===== src/rtl/dsdm_pkg.sv =====
// Shared constants, types and helper functions for the swerve drive mixer.
`default_nettype none

package dsdm_pkg;

  // Block constants
  localparam int COUNTS_PER_TURN = 4160;
  localparam int MAX_DRIVE       = 127;
  localparam int FRACTION_BITS   = 15;

  // Port widths
  localparam int CNT_W   = 13;
  localparam int POWER_W = 16;
  localparam int DRIVE_W = 8;

  // Trig formats
  localparam int TRIG_BITS  = 15;
  localparam int PHASE_BITS = 20;
  localparam int QUAD_BITS  = 18;
  localparam int POLY_FRAC  = 30;
  localparam int X_W        = QUAD_BITS + 1;
  localparam int S_W        = 31;
  localparam int MAG_W      = TRIG_BITS + 1;
  localparam int PMAG_W     = POWER_W;
  localparam int PROD_W     = MAG_W + PMAG_W;
  localparam int MIX_W      = PROD_W + 1;
  localparam int SCALE_SHIFT = TRIG_BITS + FRACTION_BITS;
  localparam int DRV_BITS   = $clog2(MAX_DRIVE + 1);
  localparam int SC_W       = MIX_W + DRV_BITS;

  // Phase = floor(|diff| * 2^PHASE_BITS / COUNTS_PER_TURN) by reciprocal and one correction
  localparam longint unsigned RECIP = (64'd1 << (PHASE_BITS + CNT_W)) / COUNTS_PER_TURN;
  localparam int RECIP_W = $clog2(RECIP + 1);
  localparam int QEST_W  = PHASE_BITS + 1;
  localparam int PROD1_W = (RECIP_W > QEST_W) ? CNT_W + RECIP_W : CNT_W + QEST_W;
  localparam int REM_W   = CNT_W + PHASE_BITS + 1;

  localparam logic [PHASE_BITS-1:0] QUARTER_PH = PHASE_BITS'(1) << QUAD_BITS;
  localparam logic [X_W-1:0]        QUARTER_X  = X_W'(1) << QUAD_BITS;

  // Horner coefficients of sin(pi/2 * x), Q30
  localparam int N_CELLS = 4;
  localparam logic [S_W-1:0] S_INIT = S_W'(172272);
  localparam logic [S_W-1:0] COEF [N_CELLS] = '{
    S_W'(5026995), S_W'(85569306), S_W'(693598668), S_W'(1686629713)
  };
  localparam logic [MAG_W-1:0] FULL_TRIG = MAG_W'(1) << TRIG_BITS;

  typedef struct packed {
    logic              cw;
    logic              xpos;
    logic [PMAG_W-1:0] pmag;
  } side_t;

  typedef struct packed {
    logic [X_W-1:0] x;
    logic [X_W-1:0] x2;
    logic [S_W-1:0] s;
  } lane_t;

  typedef struct packed {
    side_t side;
    lane_t sn;
    lane_t cs;
  } cell_t;

  function automatic logic [CNT_W-1:0] clamp_count(input logic [CNT_W-1:0] v);
    logic [CNT_W-1:0] r;
    r = v;
    if (32'(v) > 32'(COUNTS_PER_TURN)) r = CNT_W'(COUNTS_PER_TURN);
    return r;
  endfunction

  // Fold a phase into the first quadrant
  function automatic logic [X_W-1:0] fold(input logic [PHASE_BITS-1:0] ph);
    logic [X_W-1:0] off;
    off = {1'b0, ph[QUAD_BITS-1:0]};
    if (ph[QUAD_BITS]) off = QUARTER_X - off;
    return off;
  endfunction

endpackage

`default_nettype wire


===== src/rtl/dsdm_cell.sv =====
// One Horner step cell: s = coef - ((s * x^2) >> 18) for the sine and cosine lanes.
`default_nettype none

module dsdm_cell (
  input  wire logic                       clk_i,
  input  wire logic                       rst_ni,
  input  wire logic [dsdm_pkg::S_W-1:0]   coef_i,
  input  wire logic                       valid_i,
  input  wire dsdm_pkg::cell_t            data_i,
  output logic                            up_en_o,
  output logic                            valid_o,
  output dsdm_pkg::cell_t                 data_o,
  input  wire logic                       down_en_i
);

  localparam int P_W = dsdm_pkg::S_W + dsdm_pkg::X_W;

  logic            en;
  logic            valid_q;
  logic [P_W-1:0]  prod_s, prod_c;
  dsdm_pkg::cell_t data_d, data_q;

  assign en      = !valid_q || down_en_i;
  assign up_en_o = en;
  assign valid_o = valid_q;
  assign data_o  = data_q;

  always_comb begin
    prod_s = P_W'(data_i.sn.s) * P_W'(data_i.sn.x2);
    prod_c = P_W'(data_i.cs.s) * P_W'(data_i.cs.x2);
    data_d      = data_i;
    data_d.sn.s = coef_i - prod_s[dsdm_pkg::QUAD_BITS +: dsdm_pkg::S_W];
    data_d.cs.s = coef_i - prod_c[dsdm_pkg::QUAD_BITS +: dsdm_pkg::S_W];
  end

  always_ff @(posedge clk_i or negedge rst_ni) begin
    if (!rst_ni) begin
      valid_q <= 1'b0;
    end else if (en) begin
      valid_q <= valid_i;
    end
  end

  always_ff @(posedge clk_i) begin
    if (en) data_q <= data_d;
  end

  a_partial_bound: assert property (@(posedge clk_i) disable iff (!rst_ni)
    valid_q |-> data_q.sn.s <= coef_i && data_q.cs.s <= coef_i)
    else $error("Horner partial sum wrapped below zero");

  a_x2_bound: assert property (@(posedge clk_i) disable iff (!rst_ni)
    valid_q |-> data_q.sn.x2 <= data_q.sn.x && data_q.cs.x2 <= data_q.cs.x)
    else $error("square exceeds its operand");

  a_hold: assert property (@(posedge clk_i) disable iff (!rst_ni)
    valid_q && !down_en_i |=> valid_q && $stable(data_q))
    else $error("cell lost its request while blocked");

endmodule

`default_nettype wire


===== config.mk =====
export PLATFORM = sky130hd
export DESIGN_NAME = dsdm_cell
export DESIGN_NICKNAME = d
export VERILOG_FILES = /design/src/rtl/dsdm_pkg.sv /design/src/rtl/dsdm_cell.sv
export SDC_FILE = /design/constraint.sdc
export NUM_CORES = 2
export LEC_CHECK = 0
export BUFFER_PORTS_ARGS = -buffer_cell sky130_fd_sc_hd__buf_2
export CAP_MARGIN = 20
export CORE_ASPECT_RATIO = 1.4
export CORE_MARGIN = 4
export CORE_UTILIZATION = 45
export CTS_CLUSTER_DIAMETER = 200
export CTS_CLUSTER_SIZE = 40
export DETAILED_ROUTE_END_ITERATION = 16
export GPL_ROUTABILITY_DRIVEN = 0
export PLACE_DENSITY_LB_ADDON = 0.3
export SYNTH_ARGS = -nofsm -noshare
export SYNTH_HDL_FRONTEND = slang
export SYNTH_SLANG_ARGS = --single-unit

===== constraint.sdc =====
create_clock -name clk_i -period 11.45 [get_ports clk_i]
set_input_delay 1.145 -clock clk_i [delete_from_list [all_inputs] [get_ports clk_i]]
set_output_delay 1.145 -clock clk_i [all_outputs]
set_load 0.05 [all_outputs]

---- After elaboration in Yosys (flattened, before gate mapping) ----
Cells that the tools add are included.
storage, ports and cells
  register bits ........................... 157
  output and inout port bits .............. 158
  logic and storage cells ................. 16
operators by class
  add/subtract/negate cells ............... 2
  multiply operators ...................... 2
  reduce and logical (&&, ||, !) cells .... 2
operator list
  kind                                            number
  31-bit by 19-bit multiplier with 49-bit output  2
  31-bit subtractor                               2
  1-bit logical NOT                               1
  1-bit logical OR                                1

---- Depth between registers and ports, before layout ----
  depth after elaboration ................. 2
  gate-level depth with buffers ........... 36

---- Worst setup path after synthesis ----
OpenSTA, ideal clock, no wires.
  path kind ............................... input to register
  start point ............................. input data_i[87] in the netlist's numbering
  end point ............................... register data_q (netlist bit data_o[99]) (data pin)
  library setup time ...................... 0.259 ns
  arrival time ............................ 9.225 ns
  data required time ...................... 11.191 ns
  setup slack ............................. 1.966 ns
  cell stages on the path ................. 32
  cell sequence ........................... clkbuf_1 > clkbuf_1 > nand2_1 > fa_1 > fa_1 > fa_1 > inv_1 > fa_1 > fa_1 > inv_1 > fa_1 > inv_1 > ha_1 > and2_1 > a211oi_1 > a211oi_1 > o32ai_1 > o31ai_1 > o21a_1 > o21ba_2 > a211oi_1 > xor2_1 > ha_1 > and4_1 > a221oi_1 > o31ai_1 > a31oi_1 > o211ai_1 > a31o_2 > a221o_1 > a21oi_1 > xnor2_1
RTL lines
  item                    line             text
  start: declaration      dsdm_cell.sv:9   input wire dsdm_pkg::cell_t data_i,
  end signal: assignment  dsdm_cell.sv:45  if (en) data_q <= data_d;
  end: declaration        dsdm_cell.sv:21  dsdm_pkg::cell_t data_d, data_q;

==> impl_metrics.env <==
export IMPL_clockBufferDepth=2
export IMPL_ys_warn_count=0
export IMPL_core_area_um2=95730
export IMPL_cts_hold_buf=0
export IMPL_ys_flop_type="edfxtp_1"
export IMPL_rows=134
export IMPL_gr_max_usage_layer="met2"
export IMPL_slowest_delay_ns=0.60
export IMPL_grt_overflow=0
export IMPL_cp_slowest_cell="o32ai_1"
export IMPL_hold_viol_final=0
export IMPL_run_status="finished clean"
export IMPL_synth_top_area_share=0.4512
export IMPL_synth_fa_ha_area_frac=0.5413
export IMPL_grt_max_degree=66
export IMPL_worstPathArrival_ns=10.51
export IMPL_grt_use_met1=0.2829
export IMPL_relSlewSlack=0.4082
export IMPL_syn_nets=6215
export IMPL_worst_pin_slew_ns=0.8877
export IMPL_rsz0062_at_grt="no"
export IMPL_cp_end_kind="flip-flop"
export IMPL_antenna_found_initial=13
export IMPL_ant_nets=0
export IMPL_drt_total_wl_um=126300
export IMPL_cp_data_required_time_ns=11.69
export IMPL_synth_common_cells="inv_1 (1224), fa_1 (982), nand2_1 (757)"
export IMPL_crit_path_start_kind="input port"
export IMPL_start_util=0.4551
export IMPL_nets=6391
export IMPL_layout_min_cycle_time_ns=10.26
export IMPL_drt_initial_drc_count=1634
export IMPL_htreeDepth=4
export IMPL_dieArea_um2=101900
export IMPL_cts_clk_slew_worst_paths_ns=0.08
export IMPL_yosys_area_share_simple=0.1538
export IMPL_rr_endpoint="data_o[0]"
export IMPL_synthMuxAreaShare=0.0002584
export IMPL_die_w_um=271.0
export IMPL_wl_per_cell_um=20.31
export IMPL_cts_setup_buffers=0
export IMPL_cts_tree="done"
export IMPL_use_met3=0.03694
export IMPL_async_flop_share=0.006369
export IMPL_cp_max_fo=32
export IMPL_synthXorXnorAreaFrac=0.02492
export IMPL_drc=0
export IMPL_clk_latency_ns=0.51
export IMPL_worstSetupPathType="input port to flip-flop"
export IMPL_io_buffers=348
export IMPL_synth_area_leader_cell="fa_1"
export IMPL_timing_fmax_mhz=97.44
export IMPL_synth_area_leaders="fa_1 (45%), edfxtp_1 (11%), inv_1 (11%)"
export IMPL_synth_edf_count=156
export IMPL_min_path_type="input port to asynchronous set/reset pin"
export IMPL_finalSetupTns_ns=0
export IMPL_synth_most_common_cell="inv_1"
export IMPL_synth_compound_area_frac=0.04718
export IMPL_viasPerCell=5.179
export IMPL_synth_cell_area_um2=43570
export IMPL_drv_slew=0
export IMPL_cts_buffers=17
export IMPL_area_growth_pct=7.756
export IMPL_vias=32211
export IMPL_rrSetupSlack_ns=8.45
export IMPL_cp_common_cell="fa_1"
export IMPL_synth_top_family_by_area="adder cells"
export IMPL_grt_pass1_wl_um=197600
export IMPL_die_h_um=376.2
export IMPL_use_met2=0.4733
export IMPL_syn_area_per_cell_um2=9.216
export IMPL_drv_cap=0
export IMPL_cts_root_buffer="clkbuf_16"
export IMPL_period_share=0.8963
export IMPL_firstDrtPassIters=6
export IMPL_grt_pass1_vias=35441
export IMPL_synth_seq_area_share=0.1081
export IMPL_rr_startpoint="valid_o"
export IMPL_r2r_cells=3
export IMPL_skew_ns=0.03181
export IMPL_grt_usage=0.2531
export IMPL_ioPinCount=349
export IMPL_ctsResizeCount=0
export IMPL_cts_num_sinks=157
export IMPL_setup_viol=0
export IMPL_drive_gt1_frac=0.08806
export IMPL_synthCells=4728
export IMPL_ys_types=62
export IMPL_n_fill_cell=9128
export IMPL_hpwl_um=99380
export IMPL_synth_seq_cells=157
layer usage:
layer  vias up  part of all wire
li1      14128                 -
met1     16651              0.36
met2      1106              0.54
met3       320             0.055
met4         6             0.052
met5         -           0.00032
metrics by stage:
stage	cells	cell area (µm²)	hold WS [ns]	utilization	setup slack, ns
after floorplan	4728	43570	0.8494	-	1.966
after CTS	6209	46930	0.3894	0.4902	1.304
final	6219	46950	0.4261	0.4904	1.187
after global routing	6214	46940	0.4009	0.4903	0.6250
after global placement	6177	46330	0.9192	0.4839	0.9540
after detailed placement	6177	46330	0.9215	0.4839	0.7882
worst max path at each step:
stage,slack [ns],end,cells past startpoint,from
finish,1.19,data_o[99],32,data_i[102]
global route,0.63,data_o[28],35,data_i[35]
CTS,1.30,data_o[99],32,data_i[102]
detailed placement,0.79,data_o[30],35,data_i[35]
global placement,0.95,data_o[99],33,data_i[103]
floorplan,1.97,data_o[99],32,data_i[87]
cell usage in the layout, fill, tap and decap left out, types with 18 or more instances in the layout:
cell | netlist | layout
xor2_1 | 40 | 40
ha_1 | 314 | 314
edfxtp_1 | 156 | 156
and2_1 | 471 | 471
o21ai_0 | 47 | 47
nor2_1 | 53 | 53
nand3_1 | 18 | 18
xnor2_1 | 84 | 84
inv_1 | 1224 | 1224
buf_2 | 0 | 348
nand2_1 | 757 | 757
a21o_1 | 59 | 59
fa_1 | 982 | 982
nor2b_1 | 20 | 20
buf_4 | 0 | 29
nor3_1 | 19 | 19
a21oi_1 | 97 | 97
worst max-delay path, delay by kind of cell:
kind / cells / cell delay (ns)
adders and majority gates: 8 / 3.61
AOI/OAI and AO/OA: 14 / 3.99
buffers and inverters: 5 / 0.74
xor gates and xnor gates: 2 / 0.32
and+or+nand+nor: 3 / 0.65
layout make-up:
| cell class | count | area [µm²] | area share |
|---|---|---|---|
| Clock buffer | 17 | 425.4 | 0.009060 |
| Inverter | 1224 | 4594 | 0.09785 |
| Antenna cell | 10 | 25.02 | 0.0005330 |
| Sequential cell | 157 | 4710 | 0.1003 |
| Multi-Input combinational cell | 3127 | 33450 | 0.7124 |
| Timing Repair Buffer | 377 | 1959 | 0.04173 |
| Tap cell | 1292 | 1617 | 0.03443 |
| Clock inverter | 15 | 172.7 | 0.003677 |
kinds of logic after synthesis:
| kind of cell | count (synthesis) |
|---|---|
| adders and majority gates | 1296 |
| DFF | 157 |
| AOI/OAI and AO/OA | 307 |
| buffers and inverters | 1444 |
| and+or+nand+nor | 1399 |
| muxes | 1 |
| xor gates and xnor gates | 124 |
sequential cells by signal, summed over array words and instances (netlist names):
| signal | flops |
|---|---|
| data_o | 156 |
| valid_o | 1 |
Power is not shown: default switching activity piles up to over one toggle a cycle in this logic, so the estimate is an artifact.
