==> config.mk <==
export PLATFORM = sky130hd
export DESIGN_NAME = dsdm_back
export DESIGN_NICKNAME = d
export VERILOG_FILES = /design/src/rtl/dsdm_pkg.sv /design/src/rtl/dsdm_back.sv
export SDC_FILE = /design/constraint.sdc
export NUM_CORES = 2
export LEC_CHECK = 0
export CAP_MARGIN = 20
export CORE_MARGIN = 4
export CORE_UTILIZATION = 32
export CTS_CLUSTER_SIZE = 30
export DETAILED_ROUTE_END_ITERATION = 12
export DONT_BUFFER_PORTS = 1
export PLACE_DENSITY = 0.48
export SKIP_CTS_REPAIR_TIMING = 1
export SYNTH_ARGS = -nofsm -noshare
export SYNTH_HDL_FRONTEND = slang
export SYNTH_SLANG_ARGS = --single-unit
==> constraint.sdc <==
create_clock -name clk_i -period 20.5 [get_ports clk_i]
set_input_delay 3.075 -clock clk_i [delete_from_list [all_inputs] [get_ports clk_i]]
set_output_delay 3.075 -clock clk_i [all_outputs]
set_load 0.01 [all_outputs]
==> src/rtl/dsdm_pkg.sv <==
// Shared constants, types and helper functions for the swerve drive mixer.
`default_nettype none

package dsdm_pkg;

  // Block constants
  localparam int COUNTS_PER_TURN = 4160;
  localparam int MAX_DRIVE       = 127;
  localparam int FRACTION_BITS   = 15;

  // Port widths
  localparam int CNT_W   = 13;
  localparam int POWER_W = 16;
  localparam int DRIVE_W = 8;

  // Trig formats
  localparam int TRIG_BITS  = 15;
  localparam int PHASE_BITS = 20;
  localparam int QUAD_BITS  = 18;
  localparam int POLY_FRAC  = 30;
  localparam int X_W        = QUAD_BITS + 1;
  localparam int S_W        = 31;
  localparam int MAG_W      = TRIG_BITS + 1;
  localparam int PMAG_W     = POWER_W;
  localparam int PROD_W     = MAG_W + PMAG_W;
  localparam int MIX_W      = PROD_W + 1;
  localparam int SCALE_SHIFT = TRIG_BITS + FRACTION_BITS;
  localparam int DRV_BITS   = $clog2(MAX_DRIVE + 1);
  localparam int SC_W       = MIX_W + DRV_BITS;

  // Phase = floor(|diff| * 2^PHASE_BITS / COUNTS_PER_TURN) by reciprocal and one correction
  localparam longint unsigned RECIP = (64'd1 << (PHASE_BITS + CNT_W)) / COUNTS_PER_TURN;
  localparam int RECIP_W = $clog2(RECIP + 1);
  localparam int QEST_W  = PHASE_BITS + 1;
  localparam int PROD1_W = (RECIP_W > QEST_W) ? CNT_W + RECIP_W : CNT_W + QEST_W;
  localparam int REM_W   = CNT_W + PHASE_BITS + 1;

  localparam logic [PHASE_BITS-1:0] QUARTER_PH = PHASE_BITS'(1) << QUAD_BITS;
  localparam logic [X_W-1:0]        QUARTER_X  = X_W'(1) << QUAD_BITS;

  // Horner coefficients of sin(pi/2 * x), Q30
  localparam int N_CELLS = 4;
  localparam logic [S_W-1:0] S_INIT = S_W'(172272);
  localparam logic [S_W-1:0] COEF [N_CELLS] = '{
    S_W'(5026995), S_W'(85569306), S_W'(693598668), S_W'(1686629713)
  };
  localparam logic [MAG_W-1:0] FULL_TRIG = MAG_W'(1) << TRIG_BITS;

  typedef struct packed {
    logic              cw;
    logic              xpos;
    logic [PMAG_W-1:0] pmag;
  } side_t;

  typedef struct packed {
    logic [X_W-1:0] x;
    logic [X_W-1:0] x2;
    logic [S_W-1:0] s;
  } lane_t;

  typedef struct packed {
    side_t side;
    lane_t sn;
    lane_t cs;
  } cell_t;

  function automatic logic [CNT_W-1:0] clamp_count(input logic [CNT_W-1:0] v);
    logic [CNT_W-1:0] r;
    r = v;
    if (32'(v) > 32'(COUNTS_PER_TURN)) r = CNT_W'(COUNTS_PER_TURN);
    return r;
  endfunction

  // Fold a phase into the first quadrant
  function automatic logic [X_W-1:0] fold(input logic [PHASE_BITS-1:0] ph);
    logic [X_W-1:0] off;
    off = {1'b0, ph[QUAD_BITS-1:0]};
    if (ph[QUAD_BITS]) off = QUARTER_X - off;
    return off;
  endfunction

endpackage

`default_nettype wire

==> src/rtl/dsdm_back.sv <==
// Back pipeline: final Horner product, rounding, power scaling, mix and drive saturation.
`default_nettype none

module dsdm_back (
  input  wire logic                                clk_i,
  input  wire logic                                rst_ni,
  input  wire logic                                valid_i,
  input  wire dsdm_pkg::cell_t                     data_i,
  output logic                                     up_en_o,
  output logic                                     valid_o,
  output logic signed [dsdm_pkg::DRIVE_W-1:0]      drive_a_o,
  output logic signed [dsdm_pkg::DRIVE_W-1:0]      drive_b_o,
  input  wire logic                                down_en_i
);

  localparam int NSTG = 5;
  localparam int P_W  = dsdm_pkg::S_W + dsdm_pkg::X_W;
  localparam int R_SH = dsdm_pkg::POLY_FRAC - dsdm_pkg::TRIG_BITS;

  function automatic logic [dsdm_pkg::MAG_W-1:0] round_q15(
    input logic [dsdm_pkg::S_W-1:0] s
  );
    logic [dsdm_pkg::S_W:0] sum;
    logic [dsdm_pkg::S_W:0] q;
    sum = {1'b0, s} + ((dsdm_pkg::S_W+1)'(1) << (R_SH - 1));
    q   = sum >> R_SH;
    if (q > (dsdm_pkg::S_W+1)'(dsdm_pkg::FULL_TRIG)) q = (dsdm_pkg::S_W+1)'(dsdm_pkg::FULL_TRIG);
    return q[dsdm_pkg::MAG_W-1:0];
  endfunction

  // truncate toward zero, saturate, negate, keep the low drive bits
  function automatic logic [dsdm_pkg::DRIVE_W-1:0] drive_out(
    input logic signed [dsdm_pkg::MIX_W-1:0] mix
  );
    logic                         neg;
    logic [dsdm_pkg::MIX_W-1:0]   mag;
    logic [dsdm_pkg::SC_W-1:0]    sc;
    neg = mix[dsdm_pkg::MIX_W-1];
    mag = neg ? dsdm_pkg::MIX_W'(-mix) : dsdm_pkg::MIX_W'(mix);
    sc  = (dsdm_pkg::SC_W'(mag) * dsdm_pkg::SC_W'(dsdm_pkg::MAX_DRIVE)) >> dsdm_pkg::SCALE_SHIFT;
    if (sc > dsdm_pkg::SC_W'(dsdm_pkg::MAX_DRIVE)) sc = dsdm_pkg::SC_W'(dsdm_pkg::MAX_DRIVE);
    return neg ? dsdm_pkg::DRIVE_W'(sc) : dsdm_pkg::DRIVE_W'(-sc);
  endfunction

  logic [NSTG-1:0] v_q;
  logic [NSTG-1:0] en;

  logic [P_W-1:0]                          pf_s, pf_c;
  logic [dsdm_pkg::S_W-1:0]                sf_s1_q, sf_c1_q;
  dsdm_pkg::side_t                         side1_q, side2_q, side3_q;
  logic [dsdm_pkg::MAG_W-1:0]              q_s2_q, q_c2_q;
  logic [dsdm_pkg::PROD_W-1:0]             ymag3_q, xmag3_q;
  logic signed [dsdm_pkg::MIX_W-1:0]       y, x;
  logic signed [dsdm_pkg::MIX_W-1:0]       mix_a4_q, mix_b4_q;
  logic signed [dsdm_pkg::DRIVE_W-1:0]     drive_a_q, drive_b_q;

  always_comb begin
    en[NSTG-1] = !v_q[NSTG-1] || down_en_i;
    for (int k = NSTG - 2; k >= 0; k--) begin
      en[k] = !v_q[k] || en[k+1];
    end
  end

  assign up_en_o   = en[0];
  assign valid_o   = v_q[NSTG-1];
  assign drive_a_o = drive_a_q;
  assign drive_b_o = drive_b_q;

  assign pf_s = P_W'(data_i.sn.s) * P_W'(data_i.sn.x);
  assign pf_c = P_W'(data_i.cs.s) * P_W'(data_i.cs.x);

  always_comb begin
    y = side3_q.cw   ? $signed({1'b0, ymag3_q}) : -$signed({1'b0, ymag3_q});
    x = side3_q.xpos ? $signed({1'b0, xmag3_q}) : -$signed({1'b0, xmag3_q});
  end

  always_ff @(posedge clk_i or negedge rst_ni) begin
    if (!rst_ni) begin
      v_q <= '0;
    end else begin
      if (en[0]) v_q[0] <= valid_i;
      for (int k = 1; k < NSTG; k++) begin
        if (en[k]) v_q[k] <= v_q[k-1];
      end
    end
  end

  always_ff @(posedge clk_i) begin
    if (en[0]) begin
      sf_s1_q <= pf_s[dsdm_pkg::QUAD_BITS +: dsdm_pkg::S_W];
      sf_c1_q <= pf_c[dsdm_pkg::QUAD_BITS +: dsdm_pkg::S_W];
      side1_q <= data_i.side;
    end
    if (en[1]) begin
      q_s2_q  <= round_q15(sf_s1_q);
      q_c2_q  <= round_q15(sf_c1_q);
      side2_q <= side1_q;
    end
    if (en[2]) begin
      ymag3_q <= dsdm_pkg::PROD_W'(q_s2_q) * dsdm_pkg::PROD_W'(side2_q.pmag);
      xmag3_q <= dsdm_pkg::PROD_W'(q_c2_q) * dsdm_pkg::PROD_W'(side2_q.pmag);
      side3_q <= side2_q;
    end
    if (en[3]) begin
      mix_a4_q <= y - x;
      mix_b4_q <= y + x;
    end
    if (en[4]) begin
      drive_a_q <= drive_out(mix_a4_q);
      drive_b_q <= drive_out(mix_b4_q);
    end
  end

  a_trig_clamp: assert property (@(posedge clk_i) disable iff (!rst_ni)
    v_q[1] |-> q_s2_q <= dsdm_pkg::FULL_TRIG && q_c2_q <= dsdm_pkg::FULL_TRIG)
    else $error("rounded trig magnitude above one");

  // a + b is twice the angular term, so both mix terms share their low bit
  a_mix_sum: assert property (@(posedge clk_i) disable iff (!rst_ni)
    v_q[3] |-> mix_a4_q[0] == mix_b4_q[0])
    else $error("mix terms disagree with the angular magnitude");

  a_ready_chain: assert property (@(posedge clk_i) disable iff (!rst_ni)
    !up_en_o |-> v_q == '1 && !down_en_i)
    else $error("back end stalled with a bubble inside");

endmodule

`default_nettype wire
# == After elaboration in Yosys (flattened, before gate mapping) ==
# Cells that the tools add are included.
# word_totals
input_bits,160
output_inout_bits,18
wordCells,63
register_bits,283
# classes
n_lt_le_gt_ge,4
n_mul,6
n_addsub,10
mux,10
reduce_logical,10
# op_table
op,count
$mux 33,4
$mul 31x19->49,2
$mul 33x7->40 const B,2
$neg 32->33,2
$neg 33->33,2
$add 31x15->32 const B,2
$mul 16x16->32,2
$mux 8,6
$gt 17x16->1 const B,2
$add 33x33->33,1
$sub 33x33->33,1
$gt 10x7->1 const B,2
$neg 8->8,2
$logic_not 1->1,5
$logic_or 1x1->1,5

# == Longest topological paths before layout ==
# logic_depth
ltp_word,8
depth_mapped,36
depth_no_buf,34

# == Worst setup path after synthesis ==
# Ideal clock, no wire load.
# synth_timing
path_type,input-to-reg
from,in data_i[13] (netlist bit)
to,reg sf_c1_q[30] (netlist bit) (data pin)
setup_slack_ps,11220
setup_ps,260
required_ps,20240
t_arrival_ps,9020
cell_stages,25
path_buffers,2
cell_sequence,clkbuf_1 clkbuf_1 nand2_1 fa_1 inv_1 fa_1 inv_1 fa_1 inv_1 fa_1 inv_1 fa_1 inv_1 fa_1 ha_1 a21o_1 a21oi_1 o221ai_1 a2111oi_0 o21a_1 o211ai_1 a21oi_1 o311ai_0 a21oi_1 xnor2_1
# synth_between
elab_chain_cells,1
# synth_lines
item,line,source
"start, declared",dsdm_back.sv:8,"input wire dsdm_pkg::cell_t data_i,"
$mul 31x19->49,dsdm_back.sv:70,assign pf_c = P_W'(data_i.cs.s) * P_W'(data_i.cs.x);
via pf_c[48],dsdm_back.sv:48,"logic [P_W-1:0] pf_s, pf_c;"
"end signal, assigned",dsdm_back.sv:91,sf_c1_q <= pf_c[dsdm_pkg::QUAD_BITS +: dsdm_pkg::S_W];
"end, declared",dsdm_back.sv:49,"logic [dsdm_pkg::S_W-1:0] sf_s1_q, sf_c1_q;"
# The timed path passes the listed nets, and every way through them passes these cells.
# A chain may end at the register's enable or synchronous reset.

# == Worst setup path in the final report ==
# layout_timing
from,reg mix_b4_q[4] (netlist bit)
to,reg drive_b_q (netlist bit drive_b_o[6]) (data pin)
# layout_between
elab_chain_cells,8
# layout_lines
item,line,source
"start, declared",dsdm_back.sv:54,"logic signed [dsdm_pkg::MIX_W-1:0] mix_a4_q, mix_b4_q;"
"start signal, assigned",dsdm_back.sv:106,mix_b4_q <= y + x;
$neg 33->33,dsdm_back.sv:39,mag = neg ? dsdm_pkg::MIX_W'(-mix) : dsdm_pkg::MIX_W'(mix);
$mux 33 (*),dsdm_back.sv:39,
$mul 33x7->40 (*),dsdm_back.sv:40,sc = (dsdm_pkg::SC_W'(mag) * dsdm_pkg::SC_W'(dsdm_pkg::MAX_DRIVE)) >> dsdm_pkg::SCALE_SHIFT;
$gt 10x7->1,dsdm_back.sv:41,if (sc > dsdm_pkg::SC_W'(dsdm_pkg::MAX_DRIVE)) sc = dsdm_pkg::SC_W'(dsdm_pkg::MAX_DRIVE);
$mux 8 (*),dsdm_back.sv:41,
$mux 8 (*),dsdm_back.sv:108,if (en[4]) begin
$neg 8->8,dsdm_back.sv:42,return neg ? dsdm_pkg::DRIVE_W'(sc) : dsdm_pkg::DRIVE_W'(-sc);
$mux 8 (*),dsdm_back.sv:42,
"end signal, assigned",dsdm_back.sv:110,drive_b_q <= drive_out(mix_b4_q);
"end, declared",dsdm_back.sv:55,"logic signed [dsdm_pkg::DRIVE_W-1:0] drive_a_q, drive_b_q;"
# Every way passes the cells marked *; elsewhere a longest branch is shown, timed or not. The select of a mux whose other input is x is not followed.

==> results.py <==
metrics = {
    "run_status": {
        "status": "complete, no violations",
    },
    "yosys": {
        "synth_top_area_share_pct": 41.8,
        "synth_simple_gate_area_share_pct": 15.0,
        "yosys.area.top_type": "fa_1",
        "yosys.area_share.adder_pct": 53.0,
        "ys_warn_count": 0,
        "synth-compound-area-share_pct": 6.19,
        "synth.area.top_cells": "fa_1, ha_1, edfxtp_1",
        "syn_inst": 8289,
        "synth_top_family_by_area": "adder cells",
        "synth_edf_count": 249,
        "synth_commonest_cells": "inv_1, fa_1, nand2_1",
        "synth_seq_cells": 254,
        "ys.flop_type": "edfxtp_1",
        "synth_xor_area_share_pct": 4.39,
        "ys_types": 81,
        "async_flop_share_pct": 1.97,
        "syn_nets": 10685,
        "netlist_area_um2": 75400,
        "seq_area_frac_synth_pct": 10.1,
        "syn_avg_cell_area_um2": 9.10,
        "synth_most_common_cell": "inv_1",
        "yosys-mux-area-fraction_pct": 0.154,
    },
    "floorplanning": {
        "die_area_um2": 243000,
        "core_area_um2": 233000,
        "initial_core_util_pct": 32.3,
        "std_cell_rows": 177,
        "dieWidth_um": 493,
        "pin_count": 178,
        "fp.dieH_um": 493,
    },
    "finish": {
        "n_fill_cell": 24312,
        "nets": 10392,
        "syn_to_final_growth_pct": 5.20,
        "fin_area_um2": 79300,
        "drive_gt1_share_pct": 1.61,
    },
    "global_routing": {
        "grt_pass1_wl_um": 322000,
        "antenna_found_initial": 9,
        "grt_start_max_net_pins": 68,
        "track_usage_pct": 16.5,
        "grt_pass1_vias": 58572,
        "grt_overflow": 0,
    },
    "worst_setup_path": {
        "cp_data_arrival_time_ns": 10.17,
        "crit_path_end_kind": "flip-flop",
        "critPathLaunchType": "flip-flop",
        "crit_type": "reg2reg",
        "worst_path_most_repeated_cell": "inv_1",
        "cpMaxStageDelayCell": "or4_4",
        "crit_path_max_fanout": 11,
        "max_stage_delay_ns": 0.55,
        "required_ns": 20.78,
    },
    "timing": {
        "final_hold_viol_count": 0,
        "skew_ns": 0.0477,
        "finalSetupViolations": 0,
        "timing.fmax_ghz": 0.101,
        "fin_crit_sh_pct": 48.2,
        "finalSetupTns_ns": 0,
        "rsz0062_at_grt": "false",
        "fin_crit_ns": 9.88,
        "worst_slew_pin_slew_ns": 0.942,
        "maxSlewViolCount": 0,
        "slew_headroom_pct": 36.4,
    },
    "clock_network": {
        "clk_latency_ns": 0.59,
        "cts_max_level": 2,
        "cts_sinks": 254,
        "clk_pin_slew_ns": 0.06,
        "clockBufferDepth": 3,
        "cts_tree": "built",
        "ctsRootBufferMaster": "clkbuf_16",
        "cts_buffers": 34,
    },
    "drt": {
        "drtAntennaViolNets": 0,
        "wl_per_cell_um": 17.7,
        "vias": 52905,
        "drt_pass1_iterations": 5,
        "drt-total-wl_um": 197000,
        "via_per_inst": 4.74,
        "drc": 0,
        "drt-initial-drc-count": 2453,
    },
    "place": {
        "hpwl_um": 152000,
        "post_dp_cell_area_um2": 78200,
        "port_buffers": 0,
        "gp_congestion": 0.815,
    },
    "flow_run": {
        "drv_cap": 0,
    },
    "hold_path": {
        "hold_path.class": "reg2reg",
    },
}
==> area by class of cell <==
| type | instances | area [um^2] | area share [%] |
|---|---|---|---|
| multi-input combinational | 5777 | 59300 | 74.8 |
| sequential | 254 | 7600 | 9.58 |
| inverter | 1896 | 7120 | 8.97 |
| tap | 3132 | 3920 | 4.94 |
| clock buffer | 39 | 891 | 1.12 |
| timing repair buffer | 33 | 265 | 0.334 |
| clock inverter | 20 | 179 | 0.226 |
| antenna | 2 | 5.00 | 0.00631 |
==> cell families (layout without fill, tap and decap cells) <==
group           Yosys count  after routing
flops                   254            254
buf+inv                2258           1988
other cells               0              2
simple gates           2411           2411
fa+ha+maj              2252           2252
xor+xnor                376            376
compound gates          727            727
mux                      11             11
==> final timing paths <==
| kind | from | end | slack [ns] | depth (start not counted) |
|---|---|---|---|---|
| max | mix_b4_q[4] | drive_b_o[6] | 10.62 | 32 |
| min | side1_q[2] | side2_q[2] | 0.42 | 0 |
| max reg2reg | mix_b4_q[4] | drive_b_o[6] | 10.62 | 32 |
| min reg2reg | side1_q[2] | side2_q[2] | 0.42 | 0 |
| max in group asynchronous | rst_ni | v_q[3] | 18.25 | 0 |
| min in group asynchronous | rst_ni | v_q[4] | 2.18 | 0 |
==> cell usage in the layout, fill, tap and decap left out, types with 34 or more instances in the layout <==
cell,Yosys,final
xnor2_1,213,213
and2_1,549,549
o21ai_0,133,133
nand2_1,1270,1268
inv_1,1895,1895
a21o_1,74,74
fa_1,1574,1574
nand3_1,65,64
and3_1,36,36
nor2_1,237,237
nor3_1,61,61
clkbuf_16,0,35
a21oi_1,237,237
edfxtp_1,249,249
o21bai_1,41,41
ha_1,662,662
xor2_1,162,162
nand2b_1,34,34
==> critical path: cells and delay by family (launching register included) <==
family | cells | cell delay, ns
simple gates | 11 | 3.63
flops | 1 | 0.46
compound gates | 8 | 2.06
xor+xnor | 1 | 0.51
mux | 1 | 0.20
buf+inv | 5 | 0.42
fa+ha+maj | 6 | 2.30
==> flip-flops by register name (all words and copies together) (netlist names) <==
name       count
mix_a4_q      33
ymag3_q       32
v_q            5
q_c2_q        16
mix_b4_q      32
sf_s1_q       17
q_s2_q        16
drive_a_o      8
side3_q        2
sf_c1_q       17
drive_b_o      8
side1_q       18
side2_q       18
xmag3_q       32
==> per-layer routing <==
| metal | GRT usage [%] | up-vias | routed length (um) |
|---|---|---|---|
| met3 | 2.04 | 218 | 9040 |
| met5 | 0 | - | 19 |
| met1 | 22.7 | 27175 | 90500 |
| li1 | - | 24406 | - |
| met2 | 28.1 | 1102 | 94100 |
| met4 | 3.03 | 4 | 3470 |
==> per-stage QoR <==
stage | instances | utilization [%] | hold WS, ns | setup slack (ns)
finish | 11153 | 34.0 | 0.417 | 10.62
CTS | 11149 | 34.0 | 0.419 | 10.61
global placement | 11090 | 33.5 | 0.404 | 10.59
floorplan | 8289 | - | 0.400 | 11.22
global route | 11151 | 34.0 | 0.424 | 9.83
detailed placement | 11090 | 33.5 | 0.405 | 10.62
Power is left out: the tool's default activity adds up to more than one toggle a clock period on the data nets, which glitch-free logic cannot reach.
