==> src/rtl/dsdm_pkg.sv <==
// Shared constants, types and helper functions for the swerve drive mixer.
`default_nettype none

package dsdm_pkg;

  // Block constants
  localparam int COUNTS_PER_TURN = 4160;
  localparam int MAX_DRIVE       = 127;
  localparam int FRACTION_BITS   = 15;

  // Port widths
  localparam int CNT_W   = 13;
  localparam int POWER_W = 16;
  localparam int DRIVE_W = 8;

  // Trig formats
  localparam int TRIG_BITS  = 15;
  localparam int PHASE_BITS = 20;
  localparam int QUAD_BITS  = 18;
  localparam int POLY_FRAC  = 30;
  localparam int X_W        = QUAD_BITS + 1;
  localparam int S_W        = 31;
  localparam int MAG_W      = TRIG_BITS + 1;
  localparam int PMAG_W     = POWER_W;
  localparam int PROD_W     = MAG_W + PMAG_W;
  localparam int MIX_W      = PROD_W + 1;
  localparam int SCALE_SHIFT = TRIG_BITS + FRACTION_BITS;
  localparam int DRV_BITS   = $clog2(MAX_DRIVE + 1);
  localparam int SC_W       = MIX_W + DRV_BITS;

  // Phase = floor(|diff| * 2^PHASE_BITS / COUNTS_PER_TURN) by reciprocal and one correction
  localparam longint unsigned RECIP = (64'd1 << (PHASE_BITS + CNT_W)) / COUNTS_PER_TURN;
  localparam int RECIP_W = $clog2(RECIP + 1);
  localparam int QEST_W  = PHASE_BITS + 1;
  localparam int PROD1_W = (RECIP_W > QEST_W) ? CNT_W + RECIP_W : CNT_W + QEST_W;
  localparam int REM_W   = CNT_W + PHASE_BITS + 1;

  localparam logic [PHASE_BITS-1:0] QUARTER_PH = PHASE_BITS'(1) << QUAD_BITS;
  localparam logic [X_W-1:0]        QUARTER_X  = X_W'(1) << QUAD_BITS;

  // Horner coefficients of sin(pi/2 * x), Q30
  localparam int N_CELLS = 4;
  localparam logic [S_W-1:0] S_INIT = S_W'(172272);
  localparam logic [S_W-1:0] COEF [N_CELLS] = '{
    S_W'(5026995), S_W'(85569306), S_W'(693598668), S_W'(1686629713)
  };
  localparam logic [MAG_W-1:0] FULL_TRIG = MAG_W'(1) << TRIG_BITS;

  typedef struct packed {
    logic              cw;
    logic              xpos;
    logic [PMAG_W-1:0] pmag;
  } side_t;

  typedef struct packed {
    logic [X_W-1:0] x;
    logic [X_W-1:0] x2;
    logic [S_W-1:0] s;
  } lane_t;

  typedef struct packed {
    side_t side;
    lane_t sn;
    lane_t cs;
  } cell_t;

  function automatic logic [CNT_W-1:0] clamp_count(input logic [CNT_W-1:0] v);
    logic [CNT_W-1:0] r;
    r = v;
    if (32'(v) > 32'(COUNTS_PER_TURN)) r = CNT_W'(COUNTS_PER_TURN);
    return r;
  endfunction

  // Fold a phase into the first quadrant
  function automatic logic [X_W-1:0] fold(input logic [PHASE_BITS-1:0] ph);
    logic [X_W-1:0] off;
    off = {1'b0, ph[QUAD_BITS-1:0]};
    if (ph[QUAD_BITS]) off = QUARTER_X - off;
    return off;
  endfunction

endpackage

`default_nettype wire

==> src/rtl/dsdm_front.sv <==
// Front pipeline: clamp, direction, phase by reciprocal, quadrant fold and square.
`default_nettype none

module dsdm_front (
  input  wire logic                                clk_i,
  input  wire logic                                rst_ni,
  input  wire logic                                valid_i,
  input  wire logic        [dsdm_pkg::CNT_W-1:0]   encoder_pulse_i,
  input  wire logic        [dsdm_pkg::CNT_W-1:0]   target_angle_i,
  input  wire logic signed [dsdm_pkg::POWER_W-1:0] power_i,
  output logic                                     up_en_o,
  output logic                                     valid_o,
  output dsdm_pkg::cell_t                          data_o,
  input  wire logic                                down_en_i
);

  localparam int NSTG = 5;

  logic [NSTG-1:0] v_q;
  logic [NSTG-1:0] en;

  // stage 1
  logic [dsdm_pkg::CNT_W-1:0]          cur, tgt;
  logic signed [dsdm_pkg::CNT_W:0]     diff;
  logic signed [dsdm_pkg::CNT_W+2:0]   d4;
  int                                  d4i;
  dsdm_pkg::side_t                     side_d;
  logic [dsdm_pkg::CNT_W:0]            adiff_w;
  logic [dsdm_pkg::CNT_W-1:0]          adiff1_q;
  dsdm_pkg::side_t                     side1_q;

  // stage 2
  logic [dsdm_pkg::PROD1_W-1:0]        prod1;
  logic [dsdm_pkg::QEST_W-1:0]         qest2_q;
  logic [dsdm_pkg::CNT_W-1:0]          adiff2_q;
  dsdm_pkg::side_t                     side2_q;

  // stage 3
  logic [dsdm_pkg::REM_W-1:0]          num, sub, rem;
  logic [dsdm_pkg::QEST_W-1:0]         qinc;
  logic [dsdm_pkg::PHASE_BITS-1:0]     phase_d, phase3_q;
  dsdm_pkg::side_t                     side3_q;

  // stage 4
  logic [dsdm_pkg::X_W-1:0]            xs4_q, xc4_q;
  dsdm_pkg::side_t                     side4_q;

  // stage 5
  logic [2*dsdm_pkg::X_W-1:0]          sq_s, sq_c;
  dsdm_pkg::cell_t                     data_d, data_q;

  always_comb begin
    en[NSTG-1] = !v_q[NSTG-1] || down_en_i;
    for (int k = NSTG - 2; k >= 0; k--) begin
      en[k] = !v_q[k] || en[k+1];
    end
  end

  assign up_en_o = en[0];
  assign valid_o = v_q[NSTG-1];
  assign data_o  = data_q;

  always_comb begin
    cur  = dsdm_pkg::clamp_count(encoder_pulse_i);
    tgt  = dsdm_pkg::clamp_count(target_angle_i);
    diff = $signed({1'b0, tgt}) - $signed({1'b0, cur});
    d4   = (dsdm_pkg::CNT_W+3)'(diff) <<< 2;
    d4i  = int'(d4);
    if (!diff[dsdm_pkg::CNT_W]) begin
      side_d.cw = (d4i < 2 * dsdm_pkg::COUNTS_PER_TURN) ?
                  (d4i > dsdm_pkg::COUNTS_PER_TURN) :
                  (d4i > 3 * dsdm_pkg::COUNTS_PER_TURN);
    end else begin
      side_d.cw = (d4i > -2 * dsdm_pkg::COUNTS_PER_TURN) ?
                  (d4i > -dsdm_pkg::COUNTS_PER_TURN) :
                  (d4i > -3 * dsdm_pkg::COUNTS_PER_TURN);
    end
    side_d.xpos = ((int'({1'b0, tgt}) * 2 < dsdm_pkg::COUNTS_PER_TURN) ==
                   (int'({1'b0, cur}) * 2 <= dsdm_pkg::COUNTS_PER_TURN));
    side_d.pmag = power_i[dsdm_pkg::POWER_W-1] ? dsdm_pkg::PMAG_W'(-power_i) :
                                                 dsdm_pkg::PMAG_W'(power_i);
    adiff_w = diff[dsdm_pkg::CNT_W] ? (dsdm_pkg::CNT_W+1)'(-diff) :
                                      (dsdm_pkg::CNT_W+1)'(diff);
  end

  assign prod1 = dsdm_pkg::PROD1_W'(adiff1_q) * dsdm_pkg::PROD1_W'(dsdm_pkg::RECIP);

  // correct the reciprocal estimate by at most one
  always_comb begin
    num     = {1'b0, adiff2_q, dsdm_pkg::PHASE_BITS'(0)};
    sub     = dsdm_pkg::REM_W'(qest2_q) * dsdm_pkg::REM_W'(dsdm_pkg::COUNTS_PER_TURN);
    rem     = num - sub;
    qinc    = qest2_q + dsdm_pkg::QEST_W'(1);
    phase_d = (rem >= dsdm_pkg::REM_W'(dsdm_pkg::COUNTS_PER_TURN)) ?
              qinc[dsdm_pkg::PHASE_BITS-1:0] : qest2_q[dsdm_pkg::PHASE_BITS-1:0];
  end

  always_comb begin
    sq_s = (2*dsdm_pkg::X_W)'(xs4_q) * (2*dsdm_pkg::X_W)'(xs4_q);
    sq_c = (2*dsdm_pkg::X_W)'(xc4_q) * (2*dsdm_pkg::X_W)'(xc4_q);
    data_d.side  = side4_q;
    data_d.sn.x  = xs4_q;
    data_d.sn.x2 = sq_s[dsdm_pkg::QUAD_BITS +: dsdm_pkg::X_W];
    data_d.sn.s  = dsdm_pkg::S_INIT;
    data_d.cs.x  = xc4_q;
    data_d.cs.x2 = sq_c[dsdm_pkg::QUAD_BITS +: dsdm_pkg::X_W];
    data_d.cs.s  = dsdm_pkg::S_INIT;
  end

  always_ff @(posedge clk_i or negedge rst_ni) begin
    if (!rst_ni) begin
      v_q <= '0;
    end else begin
      if (en[0]) v_q[0] <= valid_i;
      for (int k = 1; k < NSTG; k++) begin
        if (en[k]) v_q[k] <= v_q[k-1];
      end
    end
  end

  always_ff @(posedge clk_i) begin
    if (en[0]) begin
      adiff1_q <= adiff_w[dsdm_pkg::CNT_W-1:0];
      side1_q  <= side_d;
    end
    if (en[1]) begin
      qest2_q  <= prod1[dsdm_pkg::CNT_W +: dsdm_pkg::QEST_W];
      adiff2_q <= adiff1_q;
      side2_q  <= side1_q;
    end
    if (en[2]) begin
      phase3_q <= phase_d;
      side3_q  <= side2_q;
    end
    if (en[3]) begin
      xs4_q   <= dsdm_pkg::fold(phase3_q);
      xc4_q   <= dsdm_pkg::fold(phase3_q + dsdm_pkg::QUARTER_PH);
      side4_q <= side3_q;
    end
    if (en[4]) begin
      data_q <= data_d;
    end
  end

  a_recip_err: assert property (@(posedge clk_i) disable iff (!rst_ni)
    v_q[1] |-> rem < dsdm_pkg::REM_W'(2 * dsdm_pkg::COUNTS_PER_TURN))
    else $error("reciprocal estimate off by more than one");

  a_fold_range: assert property (@(posedge clk_i) disable iff (!rst_ni)
    v_q[3] |-> xs4_q <= dsdm_pkg::QUARTER_X && xc4_q <= dsdm_pkg::QUARTER_X)
    else $error("folded offset beyond a quarter turn");

  a_ready_chain: assert property (@(posedge clk_i) disable iff (!rst_ni)
    !up_en_o |-> v_q == '1 && !down_en_i)
    else $error("front stalled with a bubble inside");

endmodule

`default_nettype wire

==> config.mk <==
export PLATFORM = sky130hd
export DESIGN_NAME = dsdm_front
export DESIGN_NICKNAME = d
export VERILOG_FILES = /design/src/rtl/dsdm_pkg.sv /design/src/rtl/dsdm_front.sv
export SDC_FILE = /design/constraint.sdc
export NUM_CORES = 2
export LEC_CHECK = 0
export ABC_AREA = 1
export BUFFER_PORTS_ARGS = -buffer_cell sky130_fd_sc_hd__buf_2
export CORE_MARGIN = 3
export CORE_UTILIZATION = 60
export CTS_CLUSTER_DIAMETER = 200
export DETAILED_ROUTE_END_ITERATION = 8
export PLACE_DENSITY_LB_ADDON = 0.12
export SYNTH_ARGS = -nofsm -noshare
export SYNTH_HDL_FRONTEND = slang
export SYNTH_SLANG_ARGS = --single-unit
==> constraint.sdc <==
create_clock -name clk_i -period 7.65 [get_ports clk_i]
set_input_delay 0.3825 -clock clk_i [delete_from_list [all_inputs] [get_ports clk_i]]
set_output_delay 0.3825 -clock clk_i [all_outputs]
set_load 0.03 [all_outputs]
==> Word level (Yosys, flattened, before mapping) <==
Index checks and enable logic that the tools add are counted.
W data, S select, Z words.
{ "op_classes": {"order_cmp": 11, "n_eq_ne": 1, "n_reduce_logical": 10, "n_addsub": 8, "muxes": 10, "mul": 4, "shift": 0, "bitwise_logic": 0, "n_div": 0} }
{ "ops": {"columns": ["cell", "n"], "rows": [
  ["$mul A19 B19 Y37", 2],
  ["$gt A16 B15 Y1 const B", 3],
  ["$mux W13", 3],
  ["$sub A19 B18 Y19 const A", 2],
  ["$mux W18", 2],
  ["$ge A34 B13 Y1 const B", 1],
  ["$sub A33 B34 Y34", 1],
  ["$gt A16 B14 Y1 const B", 2],
  ["$mul A13 B18 Y31 const B", 1],
  ["$mul A21 B7 Y28 const B", 1],
  ["$gt A13 B13 Y1 const B", 2],
  ["$add A19 B1 Y19 const B", 1],
  ["$add A19 B19 Y19 const B", 1],
  ["$mux W19", 1],
  ["$lt A16 B15 Y1 const B", 1],
  ["$neg A16 Y16", 1],
  ["$mux W15", 1],
  ["$le A14 B13 Y1 const B", 1],
  ["$lt A14 B13 Y1 const B", 1],
  ["$sub A13 B13 Y14", 1],
  ["$neg A13 Y13", 1],
  ["$logic_not A1 Y1", 5],
  ["$logic_or A1 B1 Y1", 5],
  ["$mux W1", 3],
  ["$eq A1 B1 Y1", 1]
]} }
{ "word_totals": {"ram_bits": 0, "romBits": 0, "inputBits": 46, "out_inout_bits": 158, "register_bits": 275, "latch_bits": 0, "n_memories": 0} }

==> Longest topological paths before layout <==
{ "depth": {"ltp_word": 6, "depth_mapped": 31} }

==> Worst setup path after synthesis <==
Ideal clock, no wire load.
{ "synth_timing": {"path_kind": "register to register", "startpoint": "register v_q[4]", "endpoint": "register adiff2_q[0] in the netlist's numbering (enable)", "stages_incl_launch_ff": 10, "path_buffers": 0, "t_arrival_ps": 5777, "setup_slack_ps": 1467, "setup_time_ps": 406, "required_ps": 7244, "period_less_slack_ps": 6183, "path_cell_list": "dfrtp_1 inv_1 nor2_1 inv_1 nor2_1 inv_1 nor2_1 inv_1 nor2_1 inv_1"} }
{ "synth_via": {"elab_chain_len": 5} }
{ "synth_lines": {"columns": ["item", "line", "source"], "rows": [
  ["start, declared", "dsdm_front.sv:19", "logic [NSTG-1:0] v_q;"],
  ["start signal, assigned by index", "dsdm_front.sv:116", "if (en[k]) v_q[k] <= v_q[k-1];"],
  ["$logic_not A1 Y1", "dsdm_front.sv:53", "en[NSTG-1] = !v_q[NSTG-1] || down_en_i;"],
  ["$logic_or A1 B1 Y1", "dsdm_front.sv:53", null],
  ["net en[4]", "dsdm_front.sv:20", "logic [NSTG-1:0] en;"],
  ["$logic_or A1 B1 Y1", "dsdm_front.sv:55", "en[k] = !v_q[k] || en[k+1];"],
  ["net en[3]", "dsdm_front.sv:20", null],
  ["$logic_or A1 B1 Y1", "dsdm_front.sv:55", null],
  ["net en[2]", "dsdm_front.sv:20", null],
  ["$logic_or A1 B1 Y1", "dsdm_front.sv:55", null],
  ["net en[1]", "dsdm_front.sv:20", null],
  ["end signal, assigned", "dsdm_front.sv:128", "adiff2_q <= adiff1_q;"],
  ["end, declared", "dsdm_front.sv:35", "logic [dsdm_pkg::CNT_W-1:0] adiff2_q;"]
]} }
The timed path passes the listed nets, and every way through them passes these cells.
A chain may end at the register's enable or synchronous reset.

==> results.py <==
metrics = {
    "clocking": {
        "worst_skew_pair.late_latency_ns": 0.57,
        "clock_sink_count": 273,
        "numCtsBuffers": 34,
        "clock_tree.root_cell": "clkbuf_16",
        "htree_levels": 2,
        "cts_buffer_depth": 3,
        "tritoncts_clock_tree": "built",
        "clkTransAtPathRegs_ns": 0.06,
    },
    "routing": {
        "avgViaCountPerCell": 5.13,
        "drcViolationCount": 0,
        "totalWireLength_mm": 81.4,
        "detailed_router_s_first_iteration_violation_count": 1569,
        "wl_per_cell_um": 15.8,
        "dr.pass1.iters": 7,
        "route.vias.total": 26400,
        "postRouteAntennaNets": 0,
    },
    "finish": {
        "number_of_antenna_cells_inserted": 0,
        "drive_above_1_share_pct": 6.93,
        "post-route-cell-area_mm2": 0.0399,
        "layout.cells.non_filler": 5151,
        "final_net_count": 5256,
        "fillerInstances": 5321,
        "area_growth_synth_to_finish_pct": 6.36,
    },
    "logic_synthesis": {
        "synth-seq-area-share_pct": 21.8,
        "post_synth_inst_count": 4193,
        "area_fraction_of_the_dominant_cell_type_after_synthesis_pct": 29.2,
        "synthTopCellsByArea": "fa_1 (29%), edfxtp_1 (21%), ha_1 (13%)",
        "synth_most_common_cell": "inv_1",
        "synth-seq-cells": 273,
        "synth_enable_flop_cells": 268,
        "mappedNetlistArea_mm2": 0.0375,
        "synth_area_leader_cell": "fa_1",
        "synth.yosys.warnings": 0,
        "async_reset_ff_share_pct": 1.83,
        "netlist-cell-type-count": 57,
        "synth.cells.most_frequent": "inv_1 (1085), nand2_1 (758), fa_1 (546)",
        "syn-mean-instance-area_um2": 8.94,
        "postSynth.topFlopCell": "edfxtp_1",
    },
    "worst_setup_path": {
        "worst_setup_path_start_kind": "flop",
        "crit-reg2reg-capture": "data_o[118]",
        "critical_path.cell_chain": "nand2_1 -> inv_1 -> fa_1 -> fa_1 -> inv_1 -> fa_1 -> inv_1 -> fa_1 -> fa_1 -> inv_1 -> fa_1 -> inv_1 -> ha_1 -> nand2_1 -> nor2_1 -> inv_1 -> o21ai_0 -> a21oi_1 -> o21ai_0 -> a31o_2 -> nand2_1 -> nand2_1 -> xor2_1",
        "slowest_stage": "edfxtp_1",
        "end_kind": "flop",
        "cpLargestDelayFamily": "adder cells",
        "crit_path_max_fanout": 20,
        "worst_ep_required_time_ns": 7.94,
        "criticalPathCategory": "flop to flop",
        "critPathMaxStageDelay_ns": 0.94,
        "startpoint": "xs4_q[9]",
        "worst-endpoint-arrival_ns": 6.93,
        "critical_path_buf_inv_count": 6,
        "rr_worst_depth": 23,
        "r2r_setup_slk_ns": 1.01,
        "critical_path.reg2reg.startpoint": "xs4_q[9]",
    },
    "sta": {
        "finClkSkew_ns": 0.0348,
        "final_period_minus_worst_setup_slack_ns": 6.64,
        "worst_slew_pin_slew_ns": 1.07,
        "hold_violations": 0,
        "rsz0062_at_grt": "false",
        "finalSetupViolCount": 0,
        "max_slew_margin_pct": 28.5,
        "max_freq_mhz": 151,
        "min_period_over_period_pct": 86.8,
        "fin_tns_setup_ns": 0,
        "final-max-slew-violation-count": 0,
    },
    "die": {
        "row_count": 91,
        "floorplan.die_area_mm2": 0.0655,
        "placeableCoreArea_mm2": 0.0617,
        "initial_utilization_pct": 60.7,
        "boundaryPins": 204,
        "die_w_um": 256,
        "die_ht_um": 256,
    },
    "flow_run": {
        "timing.max_cap.violations": 0,
    },
    "global_routing": {
        "grt.overflow.total": 0,
        "pin_count_of_the_biggest_net_entering_global_routing": 58,
        "grt_first_pass_wirelength_mm": 136,
        "grt_pass1_vias": 27400,
        "initial_antenna_violation_count": 0,
        "globalRouteTotalUtil_pct": 25.8,
    },
    "placed_design": {
        "port-buffer-count": 141,
        "post-dp-hpwl_mm": 67.1,
        "routabilityCongestion": 0.919,
        "dp_cells": 5088,
        "postPlaceCellArea_mm2": 0.0387,
    },
    "hold_path": {
        "worstHoldPathType": "input pin to flop",
        "hold-path-cell-count": 3,
        "hold_path_startpoint": "valid_i",
        "min_to": "v_q[0]",
    },
    "run_status": {
        "status": "finished, final reports clean",
    },
}
==> cells by family (layout without fill, tap and decap cells) <==
kind of cell | Yosys count | in the layout | share of synthesized area [%]
flip-flops | 273 | 273 | 21.8
multiplexers | 2 | 2 | 0.0601
AO/OA/AOI/OAI | 357 | 357 | 5.27
adder cells (fa/ha/maj) | 922 | 922 | 41.7
AND/OR/NAND/NOR | 1206 | 1206 | 13.8
buffers and inverters | 1263 | 1324 | 13.4
XOR/XNOR | 168 | 168 | 3.92
other | 2 | 62 | 0.0200
==> worst register-to-register path, delay by kind of cell (launching register included) <==
| kind | cells | cell delay (ns) |
|---|---|---|
| adders and majority gates | 7 | 3.31 |
| DFF | 1 | 0.94 |
| and+or+nand+nor | 5 | 0.50 |
| xor gates and xnor gates | 1 | 0.06 |
| buffers and inverters | 6 | 0.37 |
| AOI/OAI and AO/OA | 4 | 1.18 |
==> layout make-up <==
class                           count  area, um^2  area share [%]
Multi-Input combinational cell   2717       24500            61.5
Timing Repair Buffer              163         873            2.19
Clock buffer                       39         880            2.21
Sequential cell                   273        8170            20.5
Tap cell                          837        1050            2.63
Clock inverter                     23         243           0.609
Inverter                         1099        4130            10.4
==> state kept, by name, indices dropped and copies added, names as in the netlist <==
name / count
adiff1_q: 13
data_d: 18
phase3_q: 19
qest2_q: 21
adiff2_q: 13
side2_q: 18
v_q: 5
data_o: 93
side1_q: 18
side3_q: 18
xs4_q: 19
xc4_q: 18
==> metal layers <==
| metal | up-vias | GRT usage (%) | share of wire (%) |
|---|---|---|---|
| met5 | - | 0 | 0 |
| met4 | 0 | 7.49 | 3.1 |
| met3 | 143 | 3.54 | 5.6 |
| met2 | 645 | 45.9 | 51 |
| met1 | 12800 | 32.9 | 40 |
| li1 | 12800 | - | - |
==> per-stage QoR <==
stage,setup slack (ns),util [%],hold slack (ns)
after global placement,1.16,62.8,0.221
after floorplan,1.47,-,0.0869
after CTS,1.07,64.6,0.00428
final,1.01,64.6,0.0301
after detailed placement,1.10,62.8,0.221
after global routing,0.642,64.6,0.0264
==> worst max path at each step <==
stage	to	slack [ns]	cells after the start
floorplan	adiff2_q[0]	1.47	9
global placement	data_o[118]	1.16	23
finish	data_o[118]	1.01	23
detailed placement	data_o[114]	1.10	22
CTS	data_o[118]	1.07	23
global route	data_o[49]	0.64	18
==> cell usage in the layout, fill, tap and decap left out, types with 9 or more instances in the layout <==
master and instances:
buf_4 21, buf_2 141, a31oi_1 12, edfxtp_1 268, nor3_1 46, nand2_1 758, nor2_1 190, nand4_1 32
o21ai_0 124, fa_1 546, o21a_1 18, a21o_1 10, nand2_2 24, xor2_1 114, nand3b_1 9, clkbuf_16 34
xnor2_1 54, inv_2 9, ha_1 376, clkinv_2 11, o21bai_1 10, conb_1 62, inv_1 1082, nand3_1 96
a21oi_1 152
==> timing repair <==
item | 4_1_cts | 5_1_grt
hold buffers | 1 | 0
setup endpoints to repair | 0 | 0
gates resized for setup | 0 | 0
endpoints found under the hold margin | 5 | 0
buffers inserted | 0 | 0
Power is left out: the tool's default activity adds up to more than one toggle a clock period on the data nets, which glitch-free logic cannot reach.
